===== config.mk =====
export PLATFORM = sky130hd
export DESIGN_NAME = binary_to_ascii_formatter_top
export DESIGN_NICKNAME = d
export VERILOG_FILES = /design/src/bafmt_pkg.sv /design/src/bafmt_ctrl.sv /design/src/bafmt_dp.sv /design/src/binary_to_ascii_formatter_top.sv
export SDC_FILE = /design/constraint.sdc
export NUM_CORES = 1
export LEC_CHECK = 0
export ABC_AREA = 0
export BUFFER_PORTS_ARGS = -buffer_cell sky130_fd_sc_hd__buf_4
export CAP_MARGIN = 10
export CORE_ASPECT_RATIO = 0.9
export CORE_UTILIZATION = 57
export DETAILED_ROUTE_END_ITERATION = 6
export PLACE_DENSITY = 0.77
export SETUP_SLACK_MARGIN = 0.3
export SLEW_MARGIN = 10
export SYNTH_ARGS = -nofsm -noshare
export SYNTH_HDL_FRONTEND = slang
export SYNTH_HIERARCHICAL = 1
export SYNTH_SLANG_ARGS = --single-unit

===== constraint.sdc =====
create_clock -name clock -period 11.5 [get_ports clock]
set_input_delay 1.15 -clock clock [delete_from_list [all_inputs] [get_ports clock]]
set_output_delay 1.15 -clock clock [all_outputs]
set_load 0.05 [all_outputs]

===== src/bafmt_pkg.sv =====
// Shared types, codes and constant tables of the binary to ASCII formatter.
// Used by bafmt_ctrl, bafmt_dp and binary_to_ascii_formatter_top.
package bafmt_pkg;

   localparam int VALUE_W  = 64;
   localparam int CMD_W    = 3;
   localparam int CHAR_W   = 7;
   localparam int DEC_W    = 32;
   localparam int POW_W    = 30;
   localparam int IDX_W    = 4;
   localparam int CNT_W    = 4;
   localparam int REQ_TDATA_W = 64;
   localparam int RSP_TDATA_W = 8;

   localparam logic [CHAR_W-1:0] CHAR_ZERO = 7'h30;
   localparam logic [CHAR_W-1:0] CHAR_A    = 7'h41;

   // Power-of-ten index of the top digit for each decimal width
   localparam logic [IDX_W-1:0] IDX_TOP_DEC32 = 4'd0;
   localparam logic [IDX_W-1:0] IDX_TOP_DEC16 = 4'd5;
   localparam logic [IDX_W-1:0] IDX_UNITS     = 4'd9;

   // Largest digit one subtraction run may produce
   localparam logic [CNT_W-1:0] DIGIT_MAX = 4'd9;

   typedef enum logic [CMD_W-1:0] {
      FMT_HEX8  = 3'd0,
      FMT_HEX16 = 3'd1,
      FMT_HEX32 = 3'd2,
      FMT_HEX64 = 3'd3,
      FMT_DEC16 = 3'd4,
      FMT_DEC32 = 3'd5
   } fmt_type;

   typedef enum logic [2:0] {
      ST_IDLE,
      ST_HEX,
      ST_DEC_SKIP,
      ST_DEC_SUB,
      ST_DEC_EMIT
   } state_type;

   // Commands from controller to datapath
   typedef struct packed {
      logic load;
      logic hex_emit;
      logic idx_inc;
      logic sub;
      logic dec_emit;
   } ctl_cmd_type;

   // Status from datapath to controller
   typedef struct packed {
      logic out_free;
      logic hex_done;
      logic below;
      logic idx_last;
      logic digit_full;
   } dp_sts_type;

   function automatic logic [POW_W-1:0] pow10(input logic [IDX_W-1:0] idx);
      logic [POW_W-1:0] p;
      unique case (idx)
         4'd0:    p = 30'd1000000000;
         4'd1:    p = 30'd100000000;
         4'd2:    p = 30'd10000000;
         4'd3:    p = 30'd1000000;
         4'd4:    p = 30'd100000;
         4'd5:    p = 30'd10000;
         4'd6:    p = 30'd1000;
         4'd7:    p = 30'd100;
         4'd8:    p = 30'd10;
         default: p = 30'd1;
      endcase
      return p;
   endfunction

   function automatic logic [CHAR_W-1:0] hex_char(input logic [3:0] nib);
      logic [CHAR_W-1:0] c;
      if (nib < 4'd10) begin
         c = CHAR_ZERO + {3'b000, nib};
      end else begin
         c = CHAR_A + {3'b000, nib - 4'd10};
      end
      return c;
   endfunction

endpackage


===== src/bafmt_ctrl.sv =====
// Controller of the binary to ASCII formatter: sequences hex and decimal runs.
// Depends on bafmt_pkg; drives the commands of bafmt_dp.
module bafmt_ctrl
   import bafmt_pkg::*;
(
   input  logic                clock,
   input  logic                reset,
   input  logic                req_valid,
   input  logic [CMD_W-1:0]    req_cmd,
   output logic                req_ready,
   input  dp_sts_type          sts,
   output ctl_cmd_type         cmd
);

   state_type state_ff, state_in;

   // State register
   always_ff @(posedge clock) begin
      if (reset) begin
         state_ff <= ST_IDLE;
      end else begin
         state_ff <= state_in;
      end
   end

   // Next state and commands
   always_comb begin
      state_in  = state_ff;
      cmd       = '0;
      req_ready = 1'b0;
      unique case (state_ff)
         ST_IDLE: begin
            req_ready = 1'b1;
            if (req_valid) begin
               cmd.load = 1'b1;
               priority case (req_cmd)
                  FMT_HEX8, FMT_HEX16, FMT_HEX32, FMT_HEX64: state_in = ST_HEX;
                  FMT_DEC16, FMT_DEC32:                      state_in = ST_DEC_SKIP;
                  default:                                   state_in = ST_IDLE;
               endcase
            end
         end
         ST_HEX: begin
            if (sts.out_free) begin
               cmd.hex_emit = 1'b1;
               if (sts.hex_done) begin
                  state_in = ST_IDLE;
               end
            end
         end
         ST_DEC_SKIP: begin
            // drop leading zeros; a zero value runs down to the units digit
            if (!sts.idx_last && sts.below) begin
               cmd.idx_inc = 1'b1;
            end else begin
               state_in = ST_DEC_SUB;
            end
         end
         ST_DEC_SUB: begin
            if (!sts.below && !sts.digit_full) begin
               cmd.sub = 1'b1;
            end else begin
               state_in = ST_DEC_EMIT;
            end
         end
         ST_DEC_EMIT: begin
            if (sts.out_free) begin
               cmd.dec_emit = 1'b1;
               state_in = sts.idx_last ? ST_IDLE : ST_DEC_SUB;
            end
         end
         default: state_in = ST_IDLE;
      endcase
   end

endmodule


===== src/bafmt_dp.sv =====
// Datapath of the binary to ASCII formatter: value shifter, decimal
// subtractor and the output register. Depends on bafmt_pkg.
module bafmt_dp
   import bafmt_pkg::*;
(
   input  logic                clock,
   input  logic                reset,
   input  logic [CMD_W-1:0]    req_cmd,
   input  logic [VALUE_W-1:0]  req_value,
   input  ctl_cmd_type         cmd,
   output dp_sts_type          sts,
   output logic                rsp_valid,
   output logic [CHAR_W-1:0]   rsp_char,
   output logic                rsp_last,
   input  logic                rsp_ready
);

   logic [VALUE_W-1:0] shift_ff, shift_in;
   logic [CNT_W-1:0]   cnt_ff, cnt_in;
   logic [IDX_W-1:0]   idx_ff, idx_in;
   logic [CNT_W-1:0]   digit_ff, digit_in;
   logic               valid_ff, valid_in;
   logic [CHAR_W-1:0]  char_ff, char_in;
   logic               last_ff, last_in;

   logic [DEC_W-1:0]   pow_w;
   logic [DEC_W-1:0]   dec_w;

   assign pow_w = {2'b00, pow10(idx_ff)};
   assign dec_w = shift_ff[DEC_W-1:0];

   // Status toward the controller
   assign sts.out_free   = !valid_ff || rsp_ready;
   assign sts.hex_done   = (cnt_ff == '0);
   assign sts.below      = (dec_w < pow_w);
   assign sts.idx_last   = (idx_ff == IDX_UNITS);
   assign sts.digit_full = (digit_ff == DIGIT_MAX);

   // Working registers: load, shift out nibbles, subtract powers of ten
   always_comb begin
      shift_in = shift_ff;
      cnt_in   = cnt_ff;
      idx_in   = idx_ff;
      digit_in = digit_ff;
      if (cmd.load) begin
         digit_in = '0;
         cnt_in   = '0;
         idx_in   = IDX_TOP_DEC32;
         shift_in = '0;
         priority case (req_cmd)
            FMT_HEX8: begin
               shift_in = {req_value[7:0], 56'd0};
               cnt_in   = 4'd1;
            end
            FMT_HEX16: begin
               shift_in = {req_value[15:0], 48'd0};
               cnt_in   = 4'd3;
            end
            FMT_HEX32: begin
               shift_in = {req_value[31:0], 32'd0};
               cnt_in   = 4'd7;
            end
            FMT_HEX64: begin
               shift_in = req_value;
               cnt_in   = 4'd15;
            end
            FMT_DEC16: begin
               shift_in = {48'd0, req_value[15:0]};
               idx_in   = IDX_TOP_DEC16;
            end
            FMT_DEC32: begin
               shift_in = {32'd0, req_value[31:0]};
               idx_in   = IDX_TOP_DEC32;
            end
            default: begin
               shift_in = '0;
            end
         endcase
      end else if (cmd.hex_emit) begin
         shift_in = {shift_ff[VALUE_W-5:0], 4'h0};
         cnt_in   = cnt_ff - 4'd1;
      end else if (cmd.idx_inc) begin
         idx_in = idx_ff + 4'd1;
      end else if (cmd.sub) begin
         shift_in = {32'd0, dec_w - pow_w};
         digit_in = digit_ff + 4'd1;
      end else if (cmd.dec_emit) begin
         idx_in   = idx_ff + 4'd1;
         digit_in = '0;
      end
   end

   // Output register: load a character, drop it when taken
   always_comb begin
      valid_in = valid_ff;
      char_in  = char_ff;
      last_in  = last_ff;
      if (cmd.hex_emit) begin
         valid_in = 1'b1;
         char_in  = hex_char(shift_ff[VALUE_W-1:VALUE_W-4]);
         last_in  = sts.hex_done;
      end else if (cmd.dec_emit) begin
         valid_in = 1'b1;
         char_in  = CHAR_ZERO + {3'b000, digit_ff};
         last_in  = sts.idx_last;
      end else if (rsp_ready) begin
         valid_in = 1'b0;
      end
   end

   always_ff @(posedge clock) begin
      if (reset) begin
         valid_ff <= 1'b0;
      end else begin
         valid_ff <= valid_in;
      end
   end

   always_ff @(posedge clock) begin
      shift_ff <= shift_in;
      cnt_ff   <= cnt_in;
      idx_ff   <= idx_in;
      digit_ff <= digit_in;
      char_ff  <= char_in;
      last_ff  <= last_in;
   end

   assign rsp_valid = valid_ff;
   assign rsp_char  = char_ff;
   assign rsp_last  = last_ff;

endmodule


===== src/binary_to_ascii_formatter_top.sv =====
// Binary to ASCII formatter: formats an unsigned value as hex or decimal
// text, one character per output item. Uses bafmt_pkg, bafmt_ctrl, bafmt_dp.
//
// Usage:
//   Input channel req_*: tuser carries the format (0 hex8, 1 hex16, 2 hex32,
//   3 hex64, 4 dec16, 5 dec32), tdata the 64-bit value. Bits above the chosen
//   width are ignored; formats 6 and 7 are accepted and produce nothing.
//   Output channel rsp_*: tdata[6:0] is the ASCII character, tlast marks the
//   final character of the value's text.
//   Hex gives 2, 4, 8 or 16 upper-case digits with leading zeros; decimal
//   drops leading zeros and gives a single '0' for zero.
// Timing:
//   One item is worked on at a time; req_tready is high only while idle.
//   After accept the sequencer enters its hex state, which loads each character
//   into the output register, one per cycle while the receiver takes them.
//   Decimal digits come from a subtract loop on the current power of ten:
//   the leading-zero skip steps down the powers, then each digit is counted
//   by repeated subtraction and then loaded into the output register.
//   A stalled receiver holds the output register and the sequencer waits.
//   Reset (synchronous) returns to idle and drops any pending character.
module binary_to_ascii_formatter_top
   import bafmt_pkg::*;
(
   input  logic                   clock,
   input  logic                   reset,
   input  logic                   req_tvalid,
   output logic                   req_tready,
   input  logic [REQ_TDATA_W-1:0] req_tdata,   // [63:0] value
   input  logic [CMD_W-1:0]       req_tuser,   // [2:0] cmd
   output logic                   rsp_tvalid,
   input  logic                   rsp_tready,
   output logic [RSP_TDATA_W-1:0] rsp_tdata,   // [6:0] char_code, [7] zero
   output logic                   rsp_tlast
);

   ctl_cmd_type       cmd;
   dp_sts_type        sts;
   logic [CHAR_W-1:0] rsp_char;

   bafmt_ctrl u_ctrl (
      .clock     (clock),
      .reset     (reset),
      .req_valid (req_tvalid),
      .req_cmd   (req_tuser),
      .req_ready (req_tready),
      .sts       (sts),
      .cmd       (cmd)
   );

   bafmt_dp u_dp (
      .clock     (clock),
      .reset     (reset),
      .req_cmd   (req_tuser),
      .req_value (req_tdata),
      .cmd       (cmd),
      .sts       (sts),
      .rsp_valid (rsp_tvalid),
      .rsp_char  (rsp_char),
      .rsp_last  (rsp_tlast),
      .rsp_ready (rsp_tready)
   );

   assign rsp_tdata = {1'b0, rsp_char};

endmodule


# --- Yosys cells after proc, flatten, opt, wreduce, memory -nomap -nowiden ---
# Memories as Yosys holds them, arrays and structs flattened. A register that Yosys moved wholly into a read port is not among the register bits.
# Index checks and enable logic that the tools add are counted.
totals:
  out_inout_bits: 11
  inputBits: 71
  n_memories: 1
  word_cells: 107
  romBits: 480
  reg_bits: 88
op_classes:
  order_cmp: 2
  reduce_logical: 22
  bitwise_logic: 2
  addsub: 8
  n_mux: 44
  n_eq_ne: 20
memory_table:
  columns: ["name", "words", "word_bits", "rd", "rd_clocked_by_memory_dff", "wr", "line_no", "text"]
  rows:
  - ["(no name shown)", 16, 30, 1, 1, 0, "bafmt_pkg.sv:63", "unique case (idx)"]
ops:
  columns: ["operator", "n"]
  rows:
  - ["$pmux 64 s6", 1]
  - ["$mux 64", 4]
  - ["$mux 4", 10]
  - ["$lt 32x30->1", 1]
  - ["$sub 32x30->32", 1]
  - ["$mux 3", 7]
  - ["$mux 7", 3]
  - ["$pmux 4 s4", 1]
  - ["$mux 1", 15]
  - ["$pmux 3 s5", 1]
  - ["$add 6x4->7 const A", 2]
  - ["$eq 3x2->1 const B", 4]
  - ["$ne 2x2->1 const B", 6]
  - ["$eq 3x3->1 const B", 3]
  - ["$reduce_bool 3->1", 3]
  - ["$add 4x1->4 const B", 2]
  - ["$eq 4x4->1 const B", 2]
  - ["$add 7x4->7 const A", 1]
  - ["$eq 3x1->1 const B", 2]
  - ["$logic_not 3->1", 2]
  - ["$ne 3x1->1 const B", 2]
  - ["$reduce_and 3->1", 2]
  - ["$reduce_and 6->1", 1]
  - ["$reduce_bool 2->1", 3]
  - ["14 further kinds", 19]

# --- Logic depth before layout (Yosys ltp) ---
# Gate-level depths: netlist of run 1.
logic_depth:
  ltp_word: 10
  depth_mapped: 21
  mapped_depth_nobuf: 21

# --- Modules after synthesis ---
# The synthesis of run 1 kept the hierarchy.
by_module_without_submodules:
  columns: ["module", "cells_per_inst", "instances", "area_each_um2", "seq_area_each_um2"]
  rows:
  - ["bafmt_dp", 653, 1, 6369.9, 2502.4]
  - ["bafmt_ctrl", 36, 1, 267.8, 60.1]
  - ["binary_to_ascii_formatter_top", 2, 1, 11.3, 0.0]

# --- Worst setup path before layout of run 1 ---
# Ideal clock, no wire load.
synth_timing:
  path_type: "reg2reg"
  startpoint: "register u_dp.idx_ff[0]"
  endpoint: "register u_dp.shift_ff[0] (enable)"
  required_ps: 10926
  arrival_time_ps: 7581
  n_path_buf: 0
  synth_period_minus_slack_ps: 8155
  setup_time_ps: 574
  slack_ps: 3345
  path_stages_with_launch: 17
  cell_sequence: "edfxtp_1 > inv_1 > ha_1 > nor2b_1 > nor2b_1 > ha_1 > fa_1 > nand2b_1 > a21oi_2 > o21ai_2 > nand2_2 > a211o_2 > a211o_1 > a211oi_1 > nor3_1 > inv_1 > o21ai_0"
synth_between:
  elab_chain_len: 7
synth_rtl:
  columns: ["element", "line_no", "text"]
  rows:
  - ["start, declared", "bafmt_dp.sv:20", "logic [IDX_W-1:0] idx_ff, idx_in;"]
  - ["start signal, assigned", "bafmt_dp.sv:122", "idx_ff <= idx_in;"]
  - ["$eq 4x4->1", "bafmt_dp.sv:36", "assign sts.idx_last = (idx_ff == IDX_UNITS);"]
  - ["$logic_not 1->1", "bafmt_ctrl.sv:53", "if (!sts.idx_last && sts.below) begin"]
  - ["$logic_and 1x1->1", "bafmt_ctrl.sv:53", null]
  - ["$mux 1", "bafmt_ctrl.sv:53", null]
  - ["$mux 1", "bafmt_ctrl.sv:31", "unique case (state_ff)"]
  - ["$ne 3x1->1 (no source line)", null, null]
  - ["$reduce_and 2->1 (no source line)", null, null]
  - ["end signal, assigned", "bafmt_dp.sv:120", "shift_ff <= shift_in;"]
  - ["end, declared", "bafmt_dp.sv:18", "logic [VALUE_W-1:0] shift_ff, shift_in;"]
# No other way between the ends.
# A chain may end at the register's enable or synchronous reset.

==> results of run 1 <==
cells in the final DEF (no fill, tap or decap), types with 8 or more instances in the layout:
master and instances:
buf_4 85, edfxtp_1 80, o21ai_0 57, nand2_1 50, ha_1 45, a21oi_1 43, inv_1 41, nor2_1 38
a22oi_1 31, nand2b_1 18, a222oi_1 16, xnor2_1 15, xor2_1 13, nor2b_1 12, a21o_1 11, nor3_1 10
clkbuf_16 9, nand3_1 9, o211ai_1 8, dfxtp_1 8, mux4_2 8, a22o_1 8, mux2_2 8, mux2i_1 8
nand4_1 8
path summary, 6_finish.rpt:
kind                     from                 to  slack [ns]  cells past startpoint
max            u_dp/idx_ff[0]  u_dp/shift_ff[59]        6.30                     18
min          u_dp/digit_ff[2]   u_dp/digit_ff[2]        0.53                      2
max reg2reg    u_dp/idx_ff[0]  u_dp/shift_ff[59]        6.30                     18
min reg2reg  u_dp/digit_ff[2]   u_dp/digit_ff[2]        0.53                      2
power by group through the flow:
stage	clock, W	sequential, W	combinational (W)
4_1_cts	0.000297	0.000570	0.00108
5_1_grt	0.000307	0.000581	0.00121
3_5_place_dp	0	0.000577	0.00107
6_report	0.000294	0.000575	0.00111
3_3_place_gp	0	0.000574	0.00105
2_1_floorplan	0	0.000554	0.000816
layer usage:
metal	wire length, um	share of wire	track usage
met1	8700	0.43	0.507
met3	2070	0.10	0.0717
met2	8980	0.44	0.505
met4	498	0.025	0.118
met5	0	0	0
sequential cells by signal, indices dropped and copies added, names as in the netlist:
| name | cells |
|---|---|
| u_dp/cnt_ff | 4 |
| u_dp/shift_ff | 64 |
| u_dp/idx_ff | 4 |
| u_dp/rsp_valid | 1 |
| u_dp/rsp_char | 7 |
| u_dp/digit_ff | 4 |
| u_dp/rsp_last | 1 |
| u_ctrl/state_ff | 3 |
final cells by class:
type                            count  share of cell area
Tap cell                          156              0.0256
Sequential cell                    88               0.336
Clock inverter                      7             0.00984
Inverter                           42              0.0207
Timing Repair Buffer               85              0.0836
Multi-Input combinational cell    522               0.495
Clock buffer                        9              0.0295
worst min-delay path, stage by stage (launching register included):
cell and delay [ns]:
dfxtp_1 0.33, o21ai_0 0.08, a21oi_1 0.07
stage by stage:
stage	total power (W)	std cells	cell area, um^2	setup slack (ns)
2_1_floorplan	0.00137	691	6650	3.35
3_3_place_gp	0.00163	893	7330	6.65
3_5_place_dp	0.00164	893	7330	6.39
4_1_cts	0.00195	909	7630	6.37
5_1_grt	0.00209	909	7630	5.87
6_report	0.00198	909	7630	6.30
cells in the mapped netlist, types with 3 or more instances:
| cell | instances |
|---|---|
| nor3b_1 | 5 |
| o21a_1 | 7 |
| a211oi_1 | 7 |
| a21o_1 | 11 |
| xnor2_1 | 15 |
| nand3_1 | 9 |
| a211o_1 | 5 |
| nor3_1 | 11 |
| and3_1 | 5 |
| mux2_2 | 8 |
| o21bai_1 | 6 |
| clkbuf_1 | 27 |
| ha_1 | 45 |
| nand4_1 | 8 |
| nand3b_1 | 3 |
| a22oi_1 | 31 |
| o21ai_0 | 58 |
| a21oi_1 | 43 |
| or3_1 | 5 |
| nor2b_1 | 13 |
| a31oi_1 | 4 |
| a22o_1 | 8 |
| mux2i_1 | 8 |
| inv_1 | 41 |
| a21oi_2 | 3 |
| xor2_1 | 13 |
| dfxtp_1 | 8 |
| nor2_1 | 38 |
| mux4_2 | 8 |
| o21ai_1 | 6 |
| o211ai_1 | 8 |
| edfxtp_1 | 80 |
| nand2b_1 | 18 |
| or2_2 | 6 |
| a222oi_1 | 16 |
| nand2_1 | 50 |
| buf_2 | 7 |
kinds of logic (layout without fill, tap and decap cells):
family | after synthesis | after routing
AND/OR/NAND/NOR | 181 | 181
buffers and inverters | 81 | 143
adder cells (fa/ha/maj) | 46 | 46
multiplexers | 25 | 25
other | 1 | 1
flip-flops | 88 | 88
XOR/XNOR | 28 | 28
AO/OA/AOI/OAI | 241 | 241
==> summary.txt, run 1 <==
Timing
  – Clock period minus worst slack: 5.20 ns
  – Achievable Freq: 192 MHz
  – Unrepaired setup endpoints after global routing: false
  – Relative slew margins: 0.240
  – Slew of the pin with the lowest slew margin: 1.14 ns
  – Final hold vios: 0
  – Setup violators final: 0
  – Final slew viol count: 0
  – Final Cycle Share: 0.453
  – Final setup TNS: 0 ns
  – Fin Clk Skew: 0.00455 ns
  – Hold_ws: 0.526 ns

Floorplanning
  – Rows: 37
  – Die height: 104 um
  – I/O Pins: 82
  – Die Wd: 116 um
  – Initial Utilization: 0.584
  – Core Area: 11400 um^2
  – Die area: 12100 um^2

Synth
  – Top cell type's share of synthesized area: 0.361
  – Compound-Gate Fraction of Synth Area: 0.247
  – Count of mapped cells out of synthesis: 691
  – Ys Warns: 6
  – Sequential area share after synthesis: 0.385
  – Combinational family with the most area after synthesis: compound AO/OA/AOI/OAI gates
  – Syn Nets: 808
  – Number of synthesized register bits: 88
  – XOR/XNOR Fraction of Synth Area: 0.0369
  – Cell Area, Synth: 6650 um^2
  – Asr flop ratio synth: 0
  – Post-synth top area cell: edfxtp_1
  – Simple-Gate Fraction of Synth Area: 0.139
  – Post-synthesis cell type count: 73
  – Avg Cell Area, Syn: 9.62 um^2
  – Number of synthesized flops with an enable pin: 80
  – Synth area leaders: edfxtp_1 36%, ha_1 8.5%, o21ai_0 4.4%, a22oi_1 3.5%, a21oi_1 3.2%
  – Multiplexer share of the synthesized area: 0.0544
  – Synth Area in Adders: 0.0877
  – Dominant synthesized flop cell: edfxtp_1

Pwr
  – Clock share of power: 0.149
  – Part of the power in registers: 0.291
  – Cell Pwr Density: 259 nW/um^2
  – Pint: 0.00109 W
  – Logic pwr share: 0.560
  – Switching Share: 0.448
  – Peak VDD IR: 0.135 mV
  – Sw Pwr: 0.000885 W
  – Static Leak: 3.06 nW

Detailed routing
  – Vias after detailed routing: 6021
  – Routed wire length: 20300 um
  – Vias per cell: 6.62
  – DRT iter0 DRCs: 842
  – Detailed-route wire length per cell: 22.3 um
  – # DRC: 1
  – Antenna viol nets, final: 0
  – DRT Pass-1 Iters: 7

Finish
  – Area delta synth->final: 14.8%
  – Final core utilization: 0.670
  – Multi-input gate area: 3780 um^2
  – Fin nets: 865
  – Register Area: 2560 um^2
  – Layout cells sized above 1: 0.185
  – Diodes inserted: 0
  – Filler cells: 934

Placed design
  – GP Congestion: 0.914
  – DP HPWL: 15100 um
  – Port buffer count: 80

CTS
  – Root buf cell: clkbuf_16
  – Clk sinks: 88
  – Post-CTS Setup Bufs: 0
  – Latest clock arrival within the worst-skew pair: 0.35 ns
  – CTS max path bufs: 2
  – TritonCTS clock tree: done
  – H-tree Lvls: 3
  – Cts repair resizes: 0
  – Reg clk slew, reported paths: 0.07 ns
  – CTS Buf Count: 9
  – Hold-fix buffers, CTS: 0

Critical path
  – Crit path DAT: 5.20 ns
  – Top delay family on crit path: compound AO/OA/AOI/OAI gates
  – Critical Path Source Type: flip-flop
  – WP buf/inv: 3
  – Critical path class: flip-flop to flip-flop
  – Critical-path cell list: inv_1 -> ha_1 -> nor2b_1 -> nand2_1 -> inv_1 -> a21oi_1 -> ha_1 -> o21ai_0 -> a21oi_2 -> o21ai_2 -> nand2_2 -> a211o_2 -> a211o_1 -> a211oi_1 -> nor3b_1 -> and2_1 -> o21ai_4 -> buf_4
  – CP max stage delay: 0.63 ns
  – CP max-delay cell: a211oi_1
  – CP required: 11.49 ns
  – Crit end category: flip-flop
  – Crit-path max FO: 64

Job
  – MaxCap Viol Count: 0

Global routing
  – Vias in the first global route: 5638
  – Gr ovfl total: 0
  – GRT Resource Usage Total: 0.346
  – First-pass GRT wire length: 30900 um
  – Largest net degree at the start of global routing: 65
  – Initial antenna violation count: 0

Outcome
  – Failing checks: DRC
  – Outcome: finished, violations left

Hold path
  – HP Class: flip-flop to flip-flop
Note: power is estimated with default switching activity, not from simulation.
==> run 2, diff against run 1 <==
Settings changed: ABC_AREA 0 to 1, PLACE_DENSITY 0.77 to 0.76.
Clock period 11.5 ns to 5.4 ns, I/O delays scaled along.
==> run 2 against run 1 <==
  * The run now ends clean
  * Cell count up 40%
  * Sequential share of layout area decreased by 2.8 points
  * Via count increased by 21%
==> summary.txt, run 2 <==
CTS
  – H-tree Lvls: 3
  – Clk sinks: 88
  – Latest clock arrival within the worst-skew pair: 0.34 ns
  – Post-CTS Setup Bufs: 0
  – Root buf cell: clkbuf_16
  – Hold-fix buffers, CTS: 0
  – CTS max path bufs: 2
  – Reg clk slew, reported paths: 0.06 ns
  – Cts repair resizes: 0
  – CTS Buf Count: 9
  – TritonCTS clock tree: done

Detailed routing
  – DRT Pass-1 Iters: 5
  – Vias after detailed routing: 7295
  – # DRC: 0
  – Routed wire length: 21900 um
  – Vias per cell: 5.74
  – DRT iter0 DRCs: 896
  – Detailed-route wire length per cell: 17.2 um
  – Antenna viol nets, final: 0

Critical path
  – Critical path class: flip-flop to flip-flop
  – Crit path DAT: 4.20 ns
  – CP max-delay cell: edfxtp_1
  – Register-to-Register Setup Slack: 1.22 ns
  – CP max stage delay: 0.53 ns
  – CP required: 5.42 ns
  – Top delay family on crit path: simple AND/OR/NAND/NOR gates
  – RR Startpoint: u_dp/idx_ff[0]
  – Critical Path Source Type: flip-flop
  – WP buf/inv: 6
  – Critical-path cell list: inv_1 -> ha_1 -> inv_1 -> nor2_1 -> nand2_1 -> ha_1 -> nand2_1 -> inv_1 -> a21oi_1 -> nand3_1 -> nand2_1 -> nand2_1 -> a31oi_1 -> inv_1 -> nor2_1 -> inv_1 -> nor2_4 -> inv_1 -> nand2_1 -> o211ai_1 -> nand2_1
  – Crit-path max FO: 9
  – Crit end category: flip-flop
  – Levels on crit path: 21
  – Reg2reg end: u_dp/idx_ff[1]
  – R2R cell count: 21

Finish
  – Max reg flops: 64
  – Most flops, register: u_dp/shift_ff
  – Register Area: 2560 um^2
  – Layout cells sized above 1: 0.119
  – Diodes inserted: 0
  – Fin nets: 1224
  – Area delta synth->final: 14.0%
  – Multi-input gate area: 3950 um^2
  – Filler cells: 1101
  – Most frequent cells in the layout: 334 x nand2_1, 167 x inv_1, 85 x buf_4
  – Most common cell after layout, fill and taps aside: nand2_1

Floorplanning
  – Initial Utilization: 0.596
  – I/O Pins: 82
  – Die height: 109 um
  – Rows: 38
  – Die area: 13300 um^2
  – Core Area: 12300 um^2
  – Die Wd: 121 um

Timing
  – Fin Clk Skew: 0.00628 ns
  – Unrepaired setup endpoints after global routing: false
  – Achievable Freq: 239 MHz
  – Slew of the pin with the lowest slew margin: 1.01 ns
  – Clock period minus worst slack: 4.18 ns
  – Setup violators final: 0
  – Relative slew margins: 0.327
  – Final slew viol count: 0
  – Final hold vios: 0
  – Final setup TNS: 0 ns
  – Final Cycle Share: 0.773

Global routing
  – Grt met3 use: 0.0669
  – Vias in the first global route: 6498
  – Layer with the highest usage: met2
  – Gr ovfl total: 0
  – Met1 usage: 0.479
  – GRT met2 Usage: 0.530
  – Initial antenna violation count: 0
  – First-pass GRT wire length: 34100 um
  – Largest net degree at the start of global routing: 65
  – GRT Resource Usage Total: 0.342

Placed design
  – GP Congestion: 0.994
  – Port buffer count: 80
  – DP HPWL: 17200 um

Synth
  – Asr flop ratio synth: 0
  – Synth area leaders: edfxtp_1 33%, nand2_1 17%, inv_1 8.6%, ha_1 7.7%, nand3_1 4.3%
  – Cell Area, Synth: 7310 um^2
  – Syn Nets: 1154
  – Post-synth top area cell: edfxtp_1
  – Dominant synthesized flop cell: edfxtp_1
  – Synth cell count leaders: 334 x nand2_1, 167 x inv_1, 80 x edfxtp_1, 79 x nor2_1, 63 x nand3_1
  – Post-synthesis cell type count: 43
  – Sequential area share after synthesis: 0.351
  – Top cell type's share of synthesized area: 0.329
  – Count of mapped cells out of synthesis: 1037
  – Number of synthesized flops with an enable pin: 80
  – Number of synthesized register bits: 88
  – Ys Warns: 6
  – Most frequent cell after synthesis: nand2_1
  – Avg Cell Area, Syn: 7.05 um^2

Outcome
  – Outcome: finished clean

Hold path
  – Hold path endpoint: u_dp/rsp_valid
  – Worst Hold Depth: 2
  – Hold Crit Start: reset
  – HP Class: primary input to flip-flop

Job
  – MaxCap Viol Count: 0
run 2: cell count changes in the layout (fill, tap and decap cells not counted), sizes merged, moves of 13 or more:
cell / change
a222oi: -16
a22oi: -15
a32oi: +27
inv: +132
nand2: +290
nand2b: -19
nand3: +56
nor2: +49
nor2b: -13
run 2: metal layers:
metal | vias up | routed length (um) | part of all wire
met3 | 48 | 2040 | 0.093
met1 | 3267 | 9410 | 0.43
met4 | 0 | 595 | 0.027
met2 | 404 | 9820 | 0.45
met5 | - | 0 | 0
li1 | 3576 | - | -
run 2: worst register-to-register path, stage by stage (launching register included):
cell,delay [ns]
edfxtp_1,0.53
inv_1,0.19
ha_1,0.17
inv_1,0.06
nor2_1,0.22
nand2_1,0.25
ha_1,0.40
nand2_1,0.10
inv_1,0.05
a21oi_1,0.22
nand3_1,0.23
nand2_1,0.13
nand2_1,0.09
a31oi_1,0.27
inv_1,0.07
nor2_1,0.13
inv_1,0.09
nor2_4,0.14
inv_1,0.05
nand2_1,0.09
o211ai_1,0.15
nand2_1,0.25
run 2: cells by family after synthesis:
logic type               synth area share
XOR/XNOR                           0.0132
other                            0.000513
flip-flops                          0.351
AND/OR/NAND/NOR                     0.295
AO/OA/AOI/OAI                       0.151
buffers and inverters               0.110
adder cells (fa/ha/maj)            0.0798
run 2: stage by stage:
stage                     worst slack (ns)  instance area [um^2]  std cells   util  hold slack (ns)
after global routing                 0.767                  8330       1272  0.679            0.346
after global placement                1.57                  8040       1256  0.655            0.481
after detailed placement              1.35                  8040       1256  0.655            0.490
after floorplan                      0.416                  7310       1037      -            0.471
after CTS                             1.34                  8330       1272  0.679            0.350
final                                 1.22                  8330       1272  0.679            0.360
run 2: area by class of cell:
| class | instances | share of cell area |
|---|---|---|
| clock inverter | 7 | 0.00841 |
| multi-input combinational | 746 | 0.475 |
| tap | 160 | 0.0240 |
| clock buffer | 9 | 0.0270 |
| sequential | 88 | 0.308 |
| inverter | 176 | 0.0793 |
| timing repair buffer | 86 | 0.0790 |
run 2: worst max path at each step:
stage / start / end / slack [ns]
floorplan: u_dp/idx_ff[0] / u_dp/shift_ff[0] / 0.42
global placement: u_dp/idx_ff[0] / u_dp/shift_ff[42] / 1.57
detailed placement: u_dp/idx_ff[0] / u_dp/idx_ff[3] / 1.35
CTS: u_dp/idx_ff[0] / u_dp/idx_ff[0] / 1.34
global route: u_dp/idx_ff[0] / u_dp/digit_ff[3] / 0.77
finish: u_dp/idx_ff[0] / u_dp/idx_ff[1] / 1.22
Power of run 2 is not shown: default switching activity piles up to over one toggle a cycle in this logic, so the estimate is an artifact.
==> run 3, diff against run 2 <==
Clock period 5.4 ns to 4.19 ns, I/O delays scaled along.
==> run 3 against run 2 <==
  * Die area is the same
  * Register-to-register slack lost 0.83 ns
  * Flip-flop and latch count is the same
  * Critical path depth grew 2
  * Clock-buffer cell count grew 2
  * Global-route usage is essentially flat
  * Non-clock buffer count grew 19
  * Utilization grew 2.4 points
  * Setup slack lost 0.83 ns
  * Sequential share of layout area shrank 1.0 points
  * Worst hold slack lost 0.13 ns
  * Critical path type unchanged
==> summary.txt, run 3 (synthesis gave the netlist of run 2 again) <==
Placed design
  – Port buffer count: 80
  – GP Congestion: 0.942
  – DP HPWL: 17300 um

Finish
  – Max reg flops: 64
  – Most flops, register: u_dp/shift_ff
  – Diodes inserted: 0
  – Most frequent cells in the layout: 331 x nand2_1, 164 x inv_1, 98 x buf_4
  – Fin nets: 1244
  – Most common cell after layout, fill and taps aside: nand2_1
  – Area delta synth->final: 17.9%
  – Filler cells: 1056
  – Layout cells sized above 1: 0.148

Floorplanning
  – Die Wd: 121 um
  – Initial Utilization: 0.596
  – Rows: 38
  – Core Area: 12300 um^2
  – Die area: 13300 um^2
  – I/O Pins: 82
  – Die height: 109 um

CTS
  – Reg clk slew, reported paths: 0.06 ns
  – CTS Buf Count: 9
  – Root buf cell: clkbuf_16
  – Clk sinks: 88
  – CTS max path bufs: 2
  – TritonCTS clock tree: done
  – Latest clock arrival within the worst-skew pair: 0.35 ns
  – Hold-fix buffers, CTS: 0
  – H-tree Lvls: 3

Timing
  – Final hold vios: 0
  – Slew of the pin with the lowest slew margin: 0.810 ns
  – Final Cycle Share: 0.905
  – Achievable Freq: 264 MHz
  – Unrepaired setup endpoints after global routing: false
  – Final setup TNS: 0 ns
  – Relative slew margins: 0.459
  – Setup violators final: 0
  – Final slew viol count: 0
  – Fin Clk Skew: 0.00606 ns
  – Clock period minus worst slack: 3.79 ns

Global routing
  – Grt met3 use: 0.0809
  – Largest net degree at the start of global routing: 45
  – Gr ovfl total: 0
  – Met1 usage: 0.471
  – Vias in the first global route: 6449
  – First-pass GRT wire length: 33800 um
  – Layer with the highest usage: met2
  – GRT met2 Usage: 0.531
  – GRT Resource Usage Total: 0.342
  – Initial antenna violation count: 0

Critical path
  – Crit path DAT: 3.91 ns
  – Worst setup path start: u_dp/idx_ff[1]
  – CP required: 4.30 ns
  – Critical-path cell list: inv_2 -> ha_1 -> inv_1 -> nor2_4 -> nand2_1 -> inv_2 -> a21oi_1 -> ha_1 -> nand2_1 -> nand3_2 -> nand3_1 -> nand3_2 -> nand2_1 -> nand2_1 -> a31oi_2 -> inv_1 -> nor2_2 -> inv_1 -> nor2_4 -> inv_1 -> nand2_2 -> nand3_4 -> clkbuf_16
  – RR Startpoint: u_dp/idx_ff[1]
  – Top delay family on crit path: simple AND/OR/NAND/NOR gates
  – Crit end category: flip-flop
  – Crit-path max FO: 6
  – Critical Path Source Type: flip-flop
  – CP max-delay cell: edfxtp_1
  – CP max stage delay: 0.45 ns
  – WP buf/inv: 7
  – Register-to-Register Setup Slack: 0.40 ns
  – Critical path class: flip-flop to flip-flop

Detailed routing
  – DRT iter0 DRCs: 961
  – Antenna viol nets, final: 0
  – Vias per cell: 5.76
  – Routed wire length: 22800 um
  – DRT Pass-1 Iters: 6
  – Detailed-route wire length per cell: 17.6 um
  – # DRC: 0
  – Vias after detailed routing: 7437

Job
  – MaxCap Viol Count: 0

Outcome
  – Outcome: finished clean

Hold path
  – Hold Crit Start: reset
  – HP Class: primary input to flip-flop
==> run 3: cell count changes in the layout (fill, tap and decap cells not counted), sizes merged <==
cell | before | now
inv | 177 | 176
clkinvlp | 1 | 2
clkinv | 4 | 2
buf | 86 | 103
clkbuf | 9 | 13
nand3 | 65 | 66
==> run 3: timing repair <==
item / in CTS / in global routing
cloned: 0 / 6
gates resized for setup: 3 / 18
buffers inserted: 0 / 9
endpoints found under the setup margin: 63 / 72
pin swaps: 0 / 2
==> run 3: final cells by class <==
type,instances,area (um^2),area share
Clock buffer,11,253,0.0293
Sequential cell,88,2560,0.297
Multi-Input combinational cell,747,4020,0.467
Tap cell,160,200,0.0232
Timing Repair Buffer,105,867,0.101
Clock inverter,5,55.1,0.00639
Inverter,176,661,0.0766
==> run 3: path summary, 6_finish.rpt <==
kind	to	depth (start not counted)
setup reg to reg	u_dp/shift_ff[9]	23
hold reg to reg	u_dp/rsp_valid	2
setup / recovery	u_dp/shift_ff[9]	23
hold / removal	u_dp/rsp_valid	2
==> run 3: metal layers <==
metal,routed length [um],vias up
met3,2420,50
met2,10200,416
met5,0,-
met1,9710,3346
li1,-,3625
met4,512,0
==> run 3: through the flow <==
| stage | setup WS, ns | area [um^2] | std cells | utilization | hold slack (ns) |
|---|---|---|---|---|---|
| floorplan | 0.504 | 7320 | 1037 | - | 0.471 |
| global placement | 0.352 | 8080 | 1261 | 0.659 | 0.483 |
| detailed placement | 0.220 | 8080 | 1261 | 0.659 | 0.498 |
| CTS | 0.322 | 8390 | 1277 | 0.684 | 0.226 |
| global route | 0.186 | 8620 | 1292 | 0.703 | 0.237 |
| finish | 0.397 | 8620 | 1292 | 0.703 | 0.231 |
Power of run 3 is left out for the same reason.
